### config.mk
export PLATFORM = sky130hd
export DESIGN_NAME = source_text_tokenizer
export DESIGN_NICKNAME = d
export VERILOG_FILES = /design/src/design/stt_pkg.sv /design/src/design/stt_front.sv /design/src/design/stt_queue.sv /design/src/design/stt_back.sv /design/src/design/source_text_tokenizer.sv
export VERILOG_INCLUDE_DIRS = /design/src /design/src/design
export SDC_FILE = /design/constraint.sdc
export NUM_CORES = 1
export LEC_CHECK = 0
export BUFFER_PORTS_ARGS = -buffer_cell sky130_fd_sc_hd__buf_2
export CAP_MARGIN = 10
export CORE_AREA = 4 4 295 239
export DETAILED_ROUTE_END_ITERATION = 10
export DIE_AREA = 0 0 299 243
export GPL_TIMING_DRIVEN = 0
export PLACE_DENSITY = 0.62
export SYNTH_ARGS = -nofsm -noshare
export SYNTH_HDL_FRONTEND = slang
export SYNTH_SLANG_ARGS = --single-unit
### constraint.sdc
create_clock -name clock -period 9.8 [get_ports clock]
set_clock_uncertainty 0.1 [all_clocks]
set_input_delay 2.45 -clock clock [delete_from_list [all_inputs] [get_ports clock]]
set_output_delay 2.45 -clock clock [all_outputs]
set_load 0.02 [all_outputs]
### src/design/assert_macros.svh
// assertion helpers, clocked on clock and disabled during reset
`ifndef ASSERT_MACROS_SVH
`define ASSERT_MACROS_SVH

// property that holds at every edge
`define STT_ASSERT_ALWAYS(label, expr, msg) \
   label: assert property (@(posedge clock) disable iff (reset) (expr)) else $error(msg);

// antecedent in this cycle implies consequent in the same cycle
`define STT_ASSERT_IMPLY(label, ante, cons, msg) \
   label: assert property (@(posedge clock) disable iff (reset) (ante) |-> (cons)) \
      else $error(msg);

`endif

### src/design/stt_pkg.sv
package stt_pkg;

   localparam int OFFSET_BITS = 20;
   localparam int LINE_BITS   = 16;
   localparam int KIND_BITS   = 5;
   localparam int TOK_SLOTS   = 3;
   localparam int QUEUE_DEPTH = 4;
   localparam int QPTR_BITS   = $clog2(QUEUE_DEPTH);
   localparam int QCNT_BITS   = $clog2(QUEUE_DEPTH + 1);

   localparam logic [KIND_BITS-1:0] KIND_LPAREN       = 5'd0;
   localparam logic [KIND_BITS-1:0] KIND_RPAREN       = 5'd1;
   localparam logic [KIND_BITS-1:0] KIND_LBRACE       = 5'd2;
   localparam logic [KIND_BITS-1:0] KIND_RBRACE       = 5'd3;
   localparam logic [KIND_BITS-1:0] KIND_COMMA        = 5'd4;
   localparam logic [KIND_BITS-1:0] KIND_DOT          = 5'd5;
   localparam logic [KIND_BITS-1:0] KIND_MINUS        = 5'd6;
   localparam logic [KIND_BITS-1:0] KIND_PLUS         = 5'd7;
   localparam logic [KIND_BITS-1:0] KIND_SEMICOLON    = 5'd8;
   localparam logic [KIND_BITS-1:0] KIND_SLASH        = 5'd9;
   localparam logic [KIND_BITS-1:0] KIND_STAR         = 5'd10;
   localparam logic [KIND_BITS-1:0] KIND_BANG         = 5'd11;
   localparam logic [KIND_BITS-1:0] KIND_BANG_EQUAL   = 5'd12;
   localparam logic [KIND_BITS-1:0] KIND_EQUAL        = 5'd13;
   localparam logic [KIND_BITS-1:0] KIND_EQUAL_EQUAL  = 5'd14;
   localparam logic [KIND_BITS-1:0] KIND_GREATER      = 5'd15;
   localparam logic [KIND_BITS-1:0] KIND_GREATER_EQ   = 5'd16;
   localparam logic [KIND_BITS-1:0] KIND_LESS         = 5'd17;
   localparam logic [KIND_BITS-1:0] KIND_LESS_EQ      = 5'd18;
   localparam logic [KIND_BITS-1:0] KIND_STRING       = 5'd19;
   localparam logic [KIND_BITS-1:0] KIND_NUMBER       = 5'd20;
   localparam logic [KIND_BITS-1:0] KIND_IDENT        = 5'd21;
   localparam logic [KIND_BITS-1:0] KIND_EOF          = 5'd22;
   localparam logic [KIND_BITS-1:0] KIND_UNEXPECTED   = 5'd23;
   localparam logic [KIND_BITS-1:0] KIND_UNTERMINATED = 5'd24;

   localparam logic [2:0] OP_BANG    = 3'd0;
   localparam logic [2:0] OP_EQUAL   = 3'd1;
   localparam logic [2:0] OP_LESS    = 3'd2;
   localparam logic [2:0] OP_GREATER = 3'd3;
   localparam logic [2:0] OP_SLASH   = 3'd4;

   localparam logic [7:0] CH_LPAREN     = 8'h28;
   localparam logic [7:0] CH_RPAREN     = 8'h29;
   localparam logic [7:0] CH_LBRACE     = 8'h7B;
   localparam logic [7:0] CH_RBRACE     = 8'h7D;
   localparam logic [7:0] CH_COMMA      = 8'h2C;
   localparam logic [7:0] CH_DOT        = 8'h2E;
   localparam logic [7:0] CH_MINUS      = 8'h2D;
   localparam logic [7:0] CH_PLUS       = 8'h2B;
   localparam logic [7:0] CH_SEMICOLON  = 8'h3B;
   localparam logic [7:0] CH_STAR       = 8'h2A;
   localparam logic [7:0] CH_BANG       = 8'h21;
   localparam logic [7:0] CH_EQUAL      = 8'h3D;
   localparam logic [7:0] CH_LESS       = 8'h3C;
   localparam logic [7:0] CH_GREATER    = 8'h3E;
   localparam logic [7:0] CH_SLASH      = 8'h2F;
   localparam logic [7:0] CH_SPACE      = 8'h20;
   localparam logic [7:0] CH_CR         = 8'h0D;
   localparam logic [7:0] CH_TAB        = 8'h09;
   localparam logic [7:0] CH_NEWLINE    = 8'h0A;
   localparam logic [7:0] CH_QUOTE      = 8'h22;
   localparam logic [7:0] CH_ZERO       = 8'h30;
   localparam logic [7:0] CH_NINE       = 8'h39;
   localparam logic [7:0] CH_LOWER_A    = 8'h61;
   localparam logic [7:0] CH_LOWER_Z    = 8'h7A;
   localparam logic [7:0] CH_UPPER_A    = 8'h41;
   localparam logic [7:0] CH_UPPER_Z    = 8'h5A;
   localparam logic [7:0] CH_UNDERSCORE = 8'h5F;

   typedef enum logic [7:0] {
      MODE_IDLE    = 8'b0000_0001,
      MODE_OPER    = 8'b0000_0010,
      MODE_COMMENT = 8'b0000_0100,
      MODE_STRING  = 8'b0000_1000,
      MODE_INT     = 8'b0001_0000,
      MODE_DOT     = 8'b0010_0000,
      MODE_FRAC    = 8'b0100_0000,
      MODE_IDENT   = 8'b1000_0000
   } mode_type;

   typedef struct packed {
      logic [7:0] char_byte;
      logic       end_of_source;
   } req_type;

   typedef struct packed {
      logic [KIND_BITS-1:0]   token_kind;
      logic [OFFSET_BITS-1:0] token_start;
      logic [OFFSET_BITS-1:0] token_length;
      logic [LINE_BITS-1:0]   line_number;
      logic                   last_of_run;
   } rsp_type;

   typedef struct packed {
      logic [KIND_BITS-1:0]   kind;
      logic [OFFSET_BITS-1:0] start;
      logic [OFFSET_BITS-1:0] length;
   } tok_type;

   // tokens caused by one input transfer, all on the same line
   typedef struct packed {
      logic [1:0]                count;
      logic [LINE_BITS-1:0]      line;
      tok_type [TOK_SLOTS-1:0]   toks;
   } bundle_type;

   typedef struct packed {
      logic empty;
      logic full;
   } qstat_type;

   function automatic logic is_digit(input logic [7:0] c);
      return (c >= CH_ZERO) && (c <= CH_NINE);
   endfunction

   function automatic logic is_alpha(input logic [7:0] c);
      return ((c >= CH_LOWER_A) && (c <= CH_LOWER_Z)) ||
             ((c >= CH_UPPER_A) && (c <= CH_UPPER_Z)) || (c == CH_UNDERSCORE);
   endfunction

   function automatic logic [KIND_BITS-1:0] op_single(input logic [2:0] op);
      logic [KIND_BITS-1:0] k;
      case (op)
         OP_BANG:    k = KIND_BANG;
         OP_EQUAL:   k = KIND_EQUAL;
         OP_LESS:    k = KIND_LESS;
         OP_GREATER: k = KIND_GREATER;
         default:    k = KIND_SLASH;
      endcase
      return k;
   endfunction

   function automatic logic [KIND_BITS-1:0] op_double(input logic [2:0] op);
      logic [KIND_BITS-1:0] k;
      case (op)
         OP_BANG:    k = KIND_BANG_EQUAL;
         OP_EQUAL:   k = KIND_EQUAL_EQUAL;
         OP_LESS:    k = KIND_LESS_EQ;
         OP_GREATER: k = KIND_GREATER_EQ;
         default:    k = KIND_SLASH;
      endcase
      return k;
   endfunction

endpackage

### src/design/stt_front.sv
module stt_front (
   input  logic                clock,
   input  logic                reset,
   input  logic                req_valid,
   input  stt_pkg::req_type    req_data,
   output logic                req_stall,
   input  stt_pkg::qstat_type  qstat,
   output logic                push,
   output stt_pkg::bundle_type push_data
);

   stt_pkg::mode_type                 mode_ff, mode_in;
   logic [2:0]                        op_ff, op_in;
   logic [stt_pkg::OFFSET_BITS-1:0]   begin_ff, begin_in;
   logic [stt_pkg::OFFSET_BITS-1:0]   offset_ff, offset_in;
   logic [stt_pkg::LINE_BITS-1:0]     line_ff, line_in;

   logic                              accept;
   logic [7:0]                        c;
   logic [stt_pkg::OFFSET_BITS-1:0]   len;
   logic [1:0]                        n;
   stt_pkg::tok_type [stt_pkg::TOK_SLOTS-1:0] toks;
   logic                              flush, rescan, eof, line_step;

   assign accept    = req_valid && !qstat.full;
   assign req_stall = qstat.full;
   assign c         = req_data.char_byte;
   assign len       = offset_ff - begin_ff;

   always_comb begin
      n         = 2'd0;
      toks      = '0;
      mode_in   = mode_ff;
      op_in     = op_ff;
      begin_in  = begin_ff;
      flush     = 1'b0;
      rescan    = 1'b0;
      eof       = 1'b0;
      line_step = 1'b0;

      if (req_data.end_of_source) begin
         flush = 1'b1;
         eof   = 1'b1;
      end else begin
         case (mode_ff)
            stt_pkg::MODE_OPER: begin
               if (op_ff != stt_pkg::OP_SLASH && c == stt_pkg::CH_EQUAL) begin
                  toks[n].kind   = stt_pkg::op_double(op_ff);
                  toks[n].start  = begin_ff;
                  toks[n].length = stt_pkg::OFFSET_BITS'(2);
                  n              = n + 2'd1;
                  mode_in        = stt_pkg::MODE_IDLE;
               end else if (op_ff == stt_pkg::OP_SLASH && c == stt_pkg::CH_SLASH) begin
                  mode_in = stt_pkg::MODE_COMMENT;
               end else begin
                  flush  = 1'b1;
                  rescan = 1'b1;
               end
            end
            stt_pkg::MODE_COMMENT: begin
               if (c == stt_pkg::CH_NEWLINE) begin
                  mode_in   = stt_pkg::MODE_IDLE;
                  line_step = 1'b1;
               end
            end
            stt_pkg::MODE_STRING: begin
               if (c == stt_pkg::CH_QUOTE) begin
                  toks[n].kind   = stt_pkg::KIND_STRING;
                  toks[n].start  = begin_ff;
                  toks[n].length = len + stt_pkg::OFFSET_BITS'(1);
                  n              = n + 2'd1;
                  mode_in        = stt_pkg::MODE_IDLE;
               end else if (c == stt_pkg::CH_NEWLINE) begin
                  line_step = 1'b1;
               end
            end
            stt_pkg::MODE_INT: begin
               if (c == stt_pkg::CH_DOT) begin
                  mode_in = stt_pkg::MODE_DOT;
               end else if (!stt_pkg::is_digit(c)) begin
                  flush  = 1'b1;
                  rescan = 1'b1;
               end
            end
            stt_pkg::MODE_DOT: begin
               if (stt_pkg::is_digit(c)) begin
                  mode_in = stt_pkg::MODE_FRAC;
               end else begin
                  flush  = 1'b1;
                  rescan = 1'b1;
               end
            end
            stt_pkg::MODE_FRAC: begin
               if (!stt_pkg::is_digit(c)) begin
                  flush  = 1'b1;
                  rescan = 1'b1;
               end
            end
            stt_pkg::MODE_IDENT: begin
               if (!stt_pkg::is_digit(c) && !stt_pkg::is_alpha(c)) begin
                  flush  = 1'b1;
                  rescan = 1'b1;
               end
            end
            default: begin
               rescan = 1'b1;
            end
         endcase
      end

      // pending token that ends just before this byte
      if (flush) begin
         case (mode_ff)
            stt_pkg::MODE_OPER: begin
               toks[n].kind   = stt_pkg::op_single(op_ff);
               toks[n].start  = begin_ff;
               toks[n].length = stt_pkg::OFFSET_BITS'(1);
               n              = n + 2'd1;
            end
            stt_pkg::MODE_STRING: begin
               toks[n].kind   = stt_pkg::KIND_UNTERMINATED;
               toks[n].start  = begin_ff;
               toks[n].length = len;
               n              = n + 2'd1;
            end
            stt_pkg::MODE_INT, stt_pkg::MODE_FRAC: begin
               toks[n].kind   = stt_pkg::KIND_NUMBER;
               toks[n].start  = begin_ff;
               toks[n].length = len;
               n              = n + 2'd1;
            end
            stt_pkg::MODE_DOT: begin
               toks[n].kind   = stt_pkg::KIND_NUMBER;
               toks[n].start  = begin_ff;
               toks[n].length = len - stt_pkg::OFFSET_BITS'(1);
               n              = n + 2'd1;
               toks[n].kind   = stt_pkg::KIND_DOT;
               toks[n].start  = offset_ff - stt_pkg::OFFSET_BITS'(1);
               toks[n].length = stt_pkg::OFFSET_BITS'(1);
               n              = n + 2'd1;
            end
            stt_pkg::MODE_IDENT: begin
               toks[n].kind   = stt_pkg::KIND_IDENT;
               toks[n].start  = begin_ff;
               toks[n].length = len;
               n              = n + 2'd1;
            end
            default: begin
            end
         endcase
         mode_in = stt_pkg::MODE_IDLE;
      end

      if (eof) begin
         toks[n].kind   = stt_pkg::KIND_EOF;
         toks[n].start  = offset_ff;
         toks[n].length = '0;
         n              = n + 2'd1;
         mode_in        = stt_pkg::MODE_IDLE;
         op_in          = stt_pkg::OP_BANG;
         begin_in       = '0;
      end else if (rescan) begin
         mode_in = stt_pkg::MODE_IDLE;
         case (c)
            stt_pkg::CH_LPAREN, stt_pkg::CH_RPAREN, stt_pkg::CH_LBRACE,
            stt_pkg::CH_RBRACE, stt_pkg::CH_COMMA, stt_pkg::CH_DOT,
            stt_pkg::CH_MINUS, stt_pkg::CH_PLUS, stt_pkg::CH_SEMICOLON,
            stt_pkg::CH_STAR: begin
               case (c)
                  stt_pkg::CH_LPAREN:    toks[n].kind = stt_pkg::KIND_LPAREN;
                  stt_pkg::CH_RPAREN:    toks[n].kind = stt_pkg::KIND_RPAREN;
                  stt_pkg::CH_LBRACE:    toks[n].kind = stt_pkg::KIND_LBRACE;
                  stt_pkg::CH_RBRACE:    toks[n].kind = stt_pkg::KIND_RBRACE;
                  stt_pkg::CH_COMMA:     toks[n].kind = stt_pkg::KIND_COMMA;
                  stt_pkg::CH_DOT:       toks[n].kind = stt_pkg::KIND_DOT;
                  stt_pkg::CH_MINUS:     toks[n].kind = stt_pkg::KIND_MINUS;
                  stt_pkg::CH_PLUS:      toks[n].kind = stt_pkg::KIND_PLUS;
                  stt_pkg::CH_SEMICOLON: toks[n].kind = stt_pkg::KIND_SEMICOLON;
                  default:               toks[n].kind = stt_pkg::KIND_STAR;
               endcase
               toks[n].start  = offset_ff;
               toks[n].length = stt_pkg::OFFSET_BITS'(1);
               n              = n + 2'd1;
            end
            stt_pkg::CH_BANG: begin
               op_in    = stt_pkg::OP_BANG;
               mode_in  = stt_pkg::MODE_OPER;
               begin_in = offset_ff;
            end
            stt_pkg::CH_EQUAL: begin
               op_in    = stt_pkg::OP_EQUAL;
               mode_in  = stt_pkg::MODE_OPER;
               begin_in = offset_ff;
            end
            stt_pkg::CH_LESS: begin
               op_in    = stt_pkg::OP_LESS;
               mode_in  = stt_pkg::MODE_OPER;
               begin_in = offset_ff;
            end
            stt_pkg::CH_GREATER: begin
               op_in    = stt_pkg::OP_GREATER;
               mode_in  = stt_pkg::MODE_OPER;
               begin_in = offset_ff;
            end
            stt_pkg::CH_SLASH: begin
               op_in    = stt_pkg::OP_SLASH;
               mode_in  = stt_pkg::MODE_OPER;
               begin_in = offset_ff;
            end
            stt_pkg::CH_SPACE, stt_pkg::CH_CR, stt_pkg::CH_TAB: begin
            end
            stt_pkg::CH_NEWLINE: begin
               line_step = 1'b1;
            end
            stt_pkg::CH_QUOTE: begin
               mode_in  = stt_pkg::MODE_STRING;
               begin_in = offset_ff;
            end
            default: begin
               if (stt_pkg::is_digit(c)) begin
                  mode_in  = stt_pkg::MODE_INT;
                  begin_in = offset_ff;
               end else if (stt_pkg::is_alpha(c)) begin
                  mode_in  = stt_pkg::MODE_IDENT;
                  begin_in = offset_ff;
               end else begin
                  toks[n].kind   = stt_pkg::KIND_UNEXPECTED;
                  toks[n].start  = offset_ff;
                  toks[n].length = stt_pkg::OFFSET_BITS'(1);
                  n              = n + 2'd1;
               end
            end
         endcase
      end
   end

   always_comb begin
      if (eof) begin
         offset_in = '0;
         line_in   = stt_pkg::LINE_BITS'(1);
      end else begin
         offset_in = offset_ff + stt_pkg::OFFSET_BITS'(1);
         // saturating line count
         if (line_step && line_ff != '1) begin
            line_in = line_ff + stt_pkg::LINE_BITS'(1);
         end else begin
            line_in = line_ff;
         end
      end
   end

   assign push            = accept && (n != 2'd0);
   assign push_data.count = n;
   assign push_data.line  = line_ff;
   assign push_data.toks  = toks;

   always_ff @(posedge clock) begin
      if (reset) begin
         mode_ff   <= stt_pkg::MODE_IDLE;
         op_ff     <= stt_pkg::OP_BANG;
         begin_ff  <= '0;
         offset_ff <= '0;
         line_ff   <= stt_pkg::LINE_BITS'(1);
      end else if (accept) begin
         mode_ff   <= mode_in;
         op_ff     <= op_in;
         begin_ff  <= begin_in;
         offset_ff <= offset_in;
         line_ff   <= line_in;
      end
   end

endmodule

### src/design/stt_queue.sv
module stt_queue (
   input  logic                clock,
   input  logic                reset,
   input  logic                push,
   input  stt_pkg::bundle_type push_data,
   input  logic                pop,
   output stt_pkg::bundle_type head,
   output stt_pkg::qstat_type  qstat
);

   stt_pkg::bundle_type              mem_ff [stt_pkg::QUEUE_DEPTH];
   logic [stt_pkg::QPTR_BITS-1:0]    wr_ptr_ff, wr_ptr_in;
   logic [stt_pkg::QPTR_BITS-1:0]    rd_ptr_ff, rd_ptr_in;
   logic [stt_pkg::QCNT_BITS-1:0]    count_ff, count_in;

   assign qstat.empty = (count_ff == '0);
   assign qstat.full  = (count_ff == stt_pkg::QCNT_BITS'(stt_pkg::QUEUE_DEPTH));
   assign head        = mem_ff[rd_ptr_ff];

   assign wr_ptr_in = push ? wr_ptr_ff + stt_pkg::QPTR_BITS'(1) : wr_ptr_ff;
   assign rd_ptr_in = pop ? rd_ptr_ff + stt_pkg::QPTR_BITS'(1) : rd_ptr_ff;

   always_comb begin
      case ({push, pop})
         2'b10:   count_in = count_ff + stt_pkg::QCNT_BITS'(1);
         2'b01:   count_in = count_ff - stt_pkg::QCNT_BITS'(1);
         default: count_in = count_ff;
      endcase
   end

   always_ff @(posedge clock) begin
      if (push) begin
         mem_ff[wr_ptr_ff] <= push_data;
      end
   end

   always_ff @(posedge clock) begin
      if (reset) begin
         wr_ptr_ff <= '0;
         rd_ptr_ff <= '0;
         count_ff  <= '0;
      end else begin
         wr_ptr_ff <= wr_ptr_in;
         rd_ptr_ff <= rd_ptr_in;
         count_ff  <= count_in;
      end
   end

endmodule

### src/design/stt_back.sv
module stt_back (
   input  logic                clock,
   input  logic                reset,
   input  stt_pkg::qstat_type  qstat,
   input  stt_pkg::bundle_type head,
   output logic                pop,
   output logic                rsp_valid,
   output stt_pkg::rsp_type    rsp_data,
   input  logic                rsp_stall
);

   logic             valid_ff, valid_in;
   stt_pkg::rsp_type data_ff, data_in;
   logic [1:0]       idx_ff, idx_in;
   logic             load, last;
   stt_pkg::tok_type tok;

   assign load = !qstat.empty && (!valid_ff || !rsp_stall);
   assign last = (idx_ff == head.count - 2'd1);
   assign pop  = load && last;
   assign tok  = head.toks[idx_ff];

   always_comb begin
      data_in              = data_ff;
      idx_in               = idx_ff;
      valid_in             = valid_ff && rsp_stall;
      if (load) begin
         data_in.token_kind   = tok.kind;
         data_in.token_start  = tok.start;
         data_in.token_length = tok.length;
         data_in.line_number  = head.line;
         data_in.last_of_run  = last;
         idx_in               = last ? 2'd0 : idx_ff + 2'd1;
         valid_in             = 1'b1;
      end
   end

   assign rsp_valid = valid_ff;
   assign rsp_data  = data_ff;

   always_ff @(posedge clock) begin
      data_ff <= data_in;
   end

   always_ff @(posedge clock) begin
      if (reset) begin
         valid_ff <= 1'b0;
         idx_ff   <= 2'd0;
      end else begin
         valid_ff <= valid_in;
         idx_ff   <= idx_in;
      end
   end

endmodule

### src/design/source_text_tokenizer.sv
// channel   direction  handshake            payload
// req_      in         req_valid/req_stall  stt_pkg::req_type (byte, end flag)
// rsp_      out        rsp_valid/rsp_stall  stt_pkg::rsp_type (one token)
// csr_      none
//
// one source byte is taken every cycle while req_stall is low; the scanner state updates as each byte is taken
// an item that yields k tokens gives them on the result port one token at a time (k at most 3)
// a four-entry token queue parts the scanner from the output register
// req_stall is high only while that queue is full; reset is synchronous, no clearing pass
`include "assert_macros.svh"

module source_text_tokenizer (
   input  logic             clock,
   input  logic             reset,
   input  logic             req_valid,
   input  stt_pkg::req_type req_data,
   output logic             req_stall,
   output logic             rsp_valid,
   output stt_pkg::rsp_type rsp_data,
   input  logic             rsp_stall
);

   stt_pkg::qstat_type  qstat;
   stt_pkg::bundle_type push_data;
   stt_pkg::bundle_type head;
   logic                push;
   logic                pop;
   logic                rsp_eof;
   logic                eof_ok;

   stt_front u_front (
      .clock     (clock),
      .reset     (reset),
      .req_valid (req_valid),
      .req_data  (req_data),
      .req_stall (req_stall),
      .qstat     (qstat),
      .push      (push),
      .push_data (push_data)
   );

   stt_queue u_queue (
      .clock     (clock),
      .reset     (reset),
      .push      (push),
      .push_data (push_data),
      .pop       (pop),
      .head      (head),
      .qstat     (qstat)
   );

   stt_back u_back (
      .clock     (clock),
      .reset     (reset),
      .qstat     (qstat),
      .head      (head),
      .pop       (pop),
      .rsp_valid (rsp_valid),
      .rsp_data  (rsp_data),
      .rsp_stall (rsp_stall)
   );

   assign rsp_eof = rsp_valid && (rsp_data.token_kind == stt_pkg::KIND_EOF);
   assign eof_ok  = rsp_data.last_of_run && (rsp_data.token_length == '0);

   `STT_ASSERT_ALWAYS(a_queue_flags, !(qstat.empty && qstat.full), "queue empty and full")
   `STT_ASSERT_IMPLY(a_no_push_when_full, qstat.full, !push, "push into full queue")
   `STT_ASSERT_IMPLY(a_eof_last, rsp_eof, eof_ok, "eof token not last of run")

endmodule
==> results_dict.tcl <==
set metrics [dict create \
    status "finished, final reports clean" \
    met2_usage 0.304 \
    numClockSinks 677 \
    holdWs_ns 0.396 \
    powerDensity_nw_per_um2 228 \
    drtAntennaViolNets 0 \
    antenna_found_initial 0 \
    p_seq_frac 0.459 \
    io_buffers 73 \
    num_rows 85 \
    clkLatencyLatePin_ns 0.63 \
    grtUsageMet3 0.0476 \
    io_pins 77 \
    swShare 0.274 \
    grt_start_max_net_pins 52 \
    routed_wl_microns 76000 \
    period_share 0.757 \
    avgSynthCellArea_sq_um 14.6 \
    synth_area_leaders "edfxtp_1 (60%), mux4_2 (10%), dfxtp_1 (5.3%), nor2_1 (2.1%), mux2i_1 (1.6%)" \
    die_h_microns 243 \
    clkPwrFrac 0.350 \
    synthArstFlopShare 0 \
    synth_edf_count 598 \
    die_x_microns 299 \
    yosysTopAreaCell "edfxtp_1" \
    synthFlopType "edfxtp_1" \
    start_util 0.447 \
    drc 0 \
    p_leak_nw 11.6 \
    postCtsSetupRepairBufs 0 \
    ys_warn_count 0 \
    setup_viol 0 \
    synthTopCellsByCount "edfxtp_1 (598), nor2_1 (169), mux4_2 (134)" \
    post-synth-top-count-cell "edfxtp_1" \
    period_needed_ns 7.42 \
    gr-total-overflow 0 \
    ys_ff_latch 677 \
    synthesis.area_sq_um 30100 \
    pre_cts_ws_ns 1.89 \
    hold_buffers 0 \
    ys_types 93 \
    path_clk_slew_ns 0.06 \
    max_freq_mhz 135 \
    slew_viol_final 0 \
    detailed_place_hpwl_microns 50800 \
    syn_inst 2055 \
    internal_power_mw 5.73 \
    nets 2332 \
    syn_to_final_growth_pct 14.9 \
    worstSetupPathType "input port to register" \
    synth_top_area_share 0.597 \
    netSwitchingPower_mw 2.16 \
    grt_pass1_wl_microns 114000 \
    peakVddDrop_uv 280 \
    met1_usage 0.314 \
    die_area_sq_um 72700 \
    cp.required_ns 10.23 \
    cp-end-kind "register" \
    drt_first_pass_iters 5 \
    crit_arrival_ns 7.85 \
    drive_gt1_frac 0.169 \
    clk_path_buf_depth 3 \
    cts_root_buf "clkbuf_16" \
    rsz0062_at_grt "false" \
    num_vias 18566 \
    drv_cap 0 \
    core_sq_um 67200 \
    place_congestion 0.916 \
    worstMarginPinSlew_ns 1.40 \
    hold_violations 0 \
    crit_fanout 11 \
    cts_tree "done" \
    wl_per_cell_microns 23.4 \
    grt_pass1_vias 18361 \
    grt.busiest_layer "met1" \
    via_per_inst 5.71 \
    yosysSeqAreaShare 0.650 \
    cts-htree-levels 3 \
    drt_iter0_drc 2000 \
    startpoint_type "input port" \
    cts_buffers 68 \
    holdCritPathClass "register to register" \
    fin_ws_ns 2.38 \
    grt_usage 0.208 \
    relSlewSlack 0.0632 \
    pwr-share-comb 0.191 \
    ctsResizeCount 0 \
]
-- per-stage QoR --
stage               total power, mW  utilization  cells  TNS [ns]  cell area (sq um)
floorplan                      4.68            -   2130         0              30400
global placement               5.21        0.474   3116  -1520.44              31900
detailed placement             5.20        0.478   3126         0              32100
CTS                            7.96        0.514   3251         0              34500
global route                   8.22        0.514   3253         0              34600
finish                         7.89        0.514   3254         0              34600
-- power groups by stage --
stage / Combinational [mW] / Clock, mW / Sequential [mW]
2_1_floorplan: 0.782 / 0 / 3.89
3_5_place_dp: 1.51 / 0 / 3.69
3_3_place_gp: 1.46 / 0 / 3.75
6_report: 1.51 / 2.76 / 3.63
5_1_grt: 1.62 / 2.94 / 3.66
4_1_cts: 1.52 / 2.81 / 3.63
-- sequential cells by signal, indices dropped and copies added, names as in the netlist, named ones only --
register           cells
u_front.offset_ff     20
u_queue.count_ff       3
u_queue.rd_ptr_ff      2
u_back.idx_ff          2
u_front.line_ff       16
u_queue.mem_ff       536
u_front.begin_ff      20
u_front.op_ff          3
u_front.mode_ff        8
u_back.rsp_valid       1
u_queue.wr_ptr_ff      2
u_back.rsp_data       62
-- logic make-up after synthesis --
family	synth area share
mux	0.117
compound gates	0.0772
other cells	0.000125
fa+ha+maj	0.0146
buf+inv	0.0274
flops	0.650
simple gates	0.0867
xor+xnor	0.0277
-- cell usage in the layout, fill, tap and decap left out, drive strengths merged, types with 34 or more instances in the layout --
master	Yosys	routed
nand2	124	124
clkbuf	83	171
nor3	34	34
nor2	171	171
o22ai	34	34
nand3	36	36
dfxtp	79	79
mux4	134	134
o21ai	74	74
buf	42	127
xor2	47	47
edfxtp	598	598
inv	77	81
xnor2	48	48
mux2i	49	49
conb	1	76
a21oi	75	75
-- critical path, stage by stage --
cell      delay, ns
buf_2          0.15
or4b_1         0.49
buf_2          0.18
nor3_1         0.32
a211oi_1       0.16
or4_1          0.54
buf_2          0.18
nand2_2        0.35
clkbuf_1       0.76
ha_1           0.27
inv_1          0.05
o311a_4        0.42
inv_1          0.18
ha_1           0.25
inv_1          0.07
fa_1           0.37
xor2_1         0.16
or3_1          0.31
a21oi_1        0.15
-- path summary, 6_finish.rpt --
kind,start,to,slack (ns),cells past startpoint
worst max-delay path,req_data[7],u_queue.count_ff[2]$_SDFFE_PP0P_,2.38,19
worst min-delay path,u_back.rsp_valid$_SDFF_PP0_,u_back.rsp_valid$_SDFF_PP0_,0.40,2
worst min register to register,u_back.rsp_valid$_SDFF_PP0_,u_back.rsp_valid$_SDFF_PP0_,0.40,2
worst max register to register,u_front.mode_ff[3]$_SDFFE_PP0P_,u_queue.count_ff[2]$_SDFFE_PP0P_,4.04,18
-- cell type report --
type | count | area [sq um]
Antenna cell | 1 | 2.50
Buffer | 125 | 537
Clock buffer | 88 | 1860
Clock inverter | 37 | 528
Fill cell | 5732 | 32700
Inverter | 77 | 292
Multi-Input combinational cell | 1251 | 10000
Sequential cell | 677 | 19500
Tap cell | 913 | 1140
Timing Repair Buffer | 85 | 658
-- layer usage --
metal  part of all wire  vias up
met5                  0        -
met4              0.026        0
met3              0.072      116
met2               0.44      643
met1               0.46     9485
li1                   -     8322
Power figures use the tool's default switching activity.
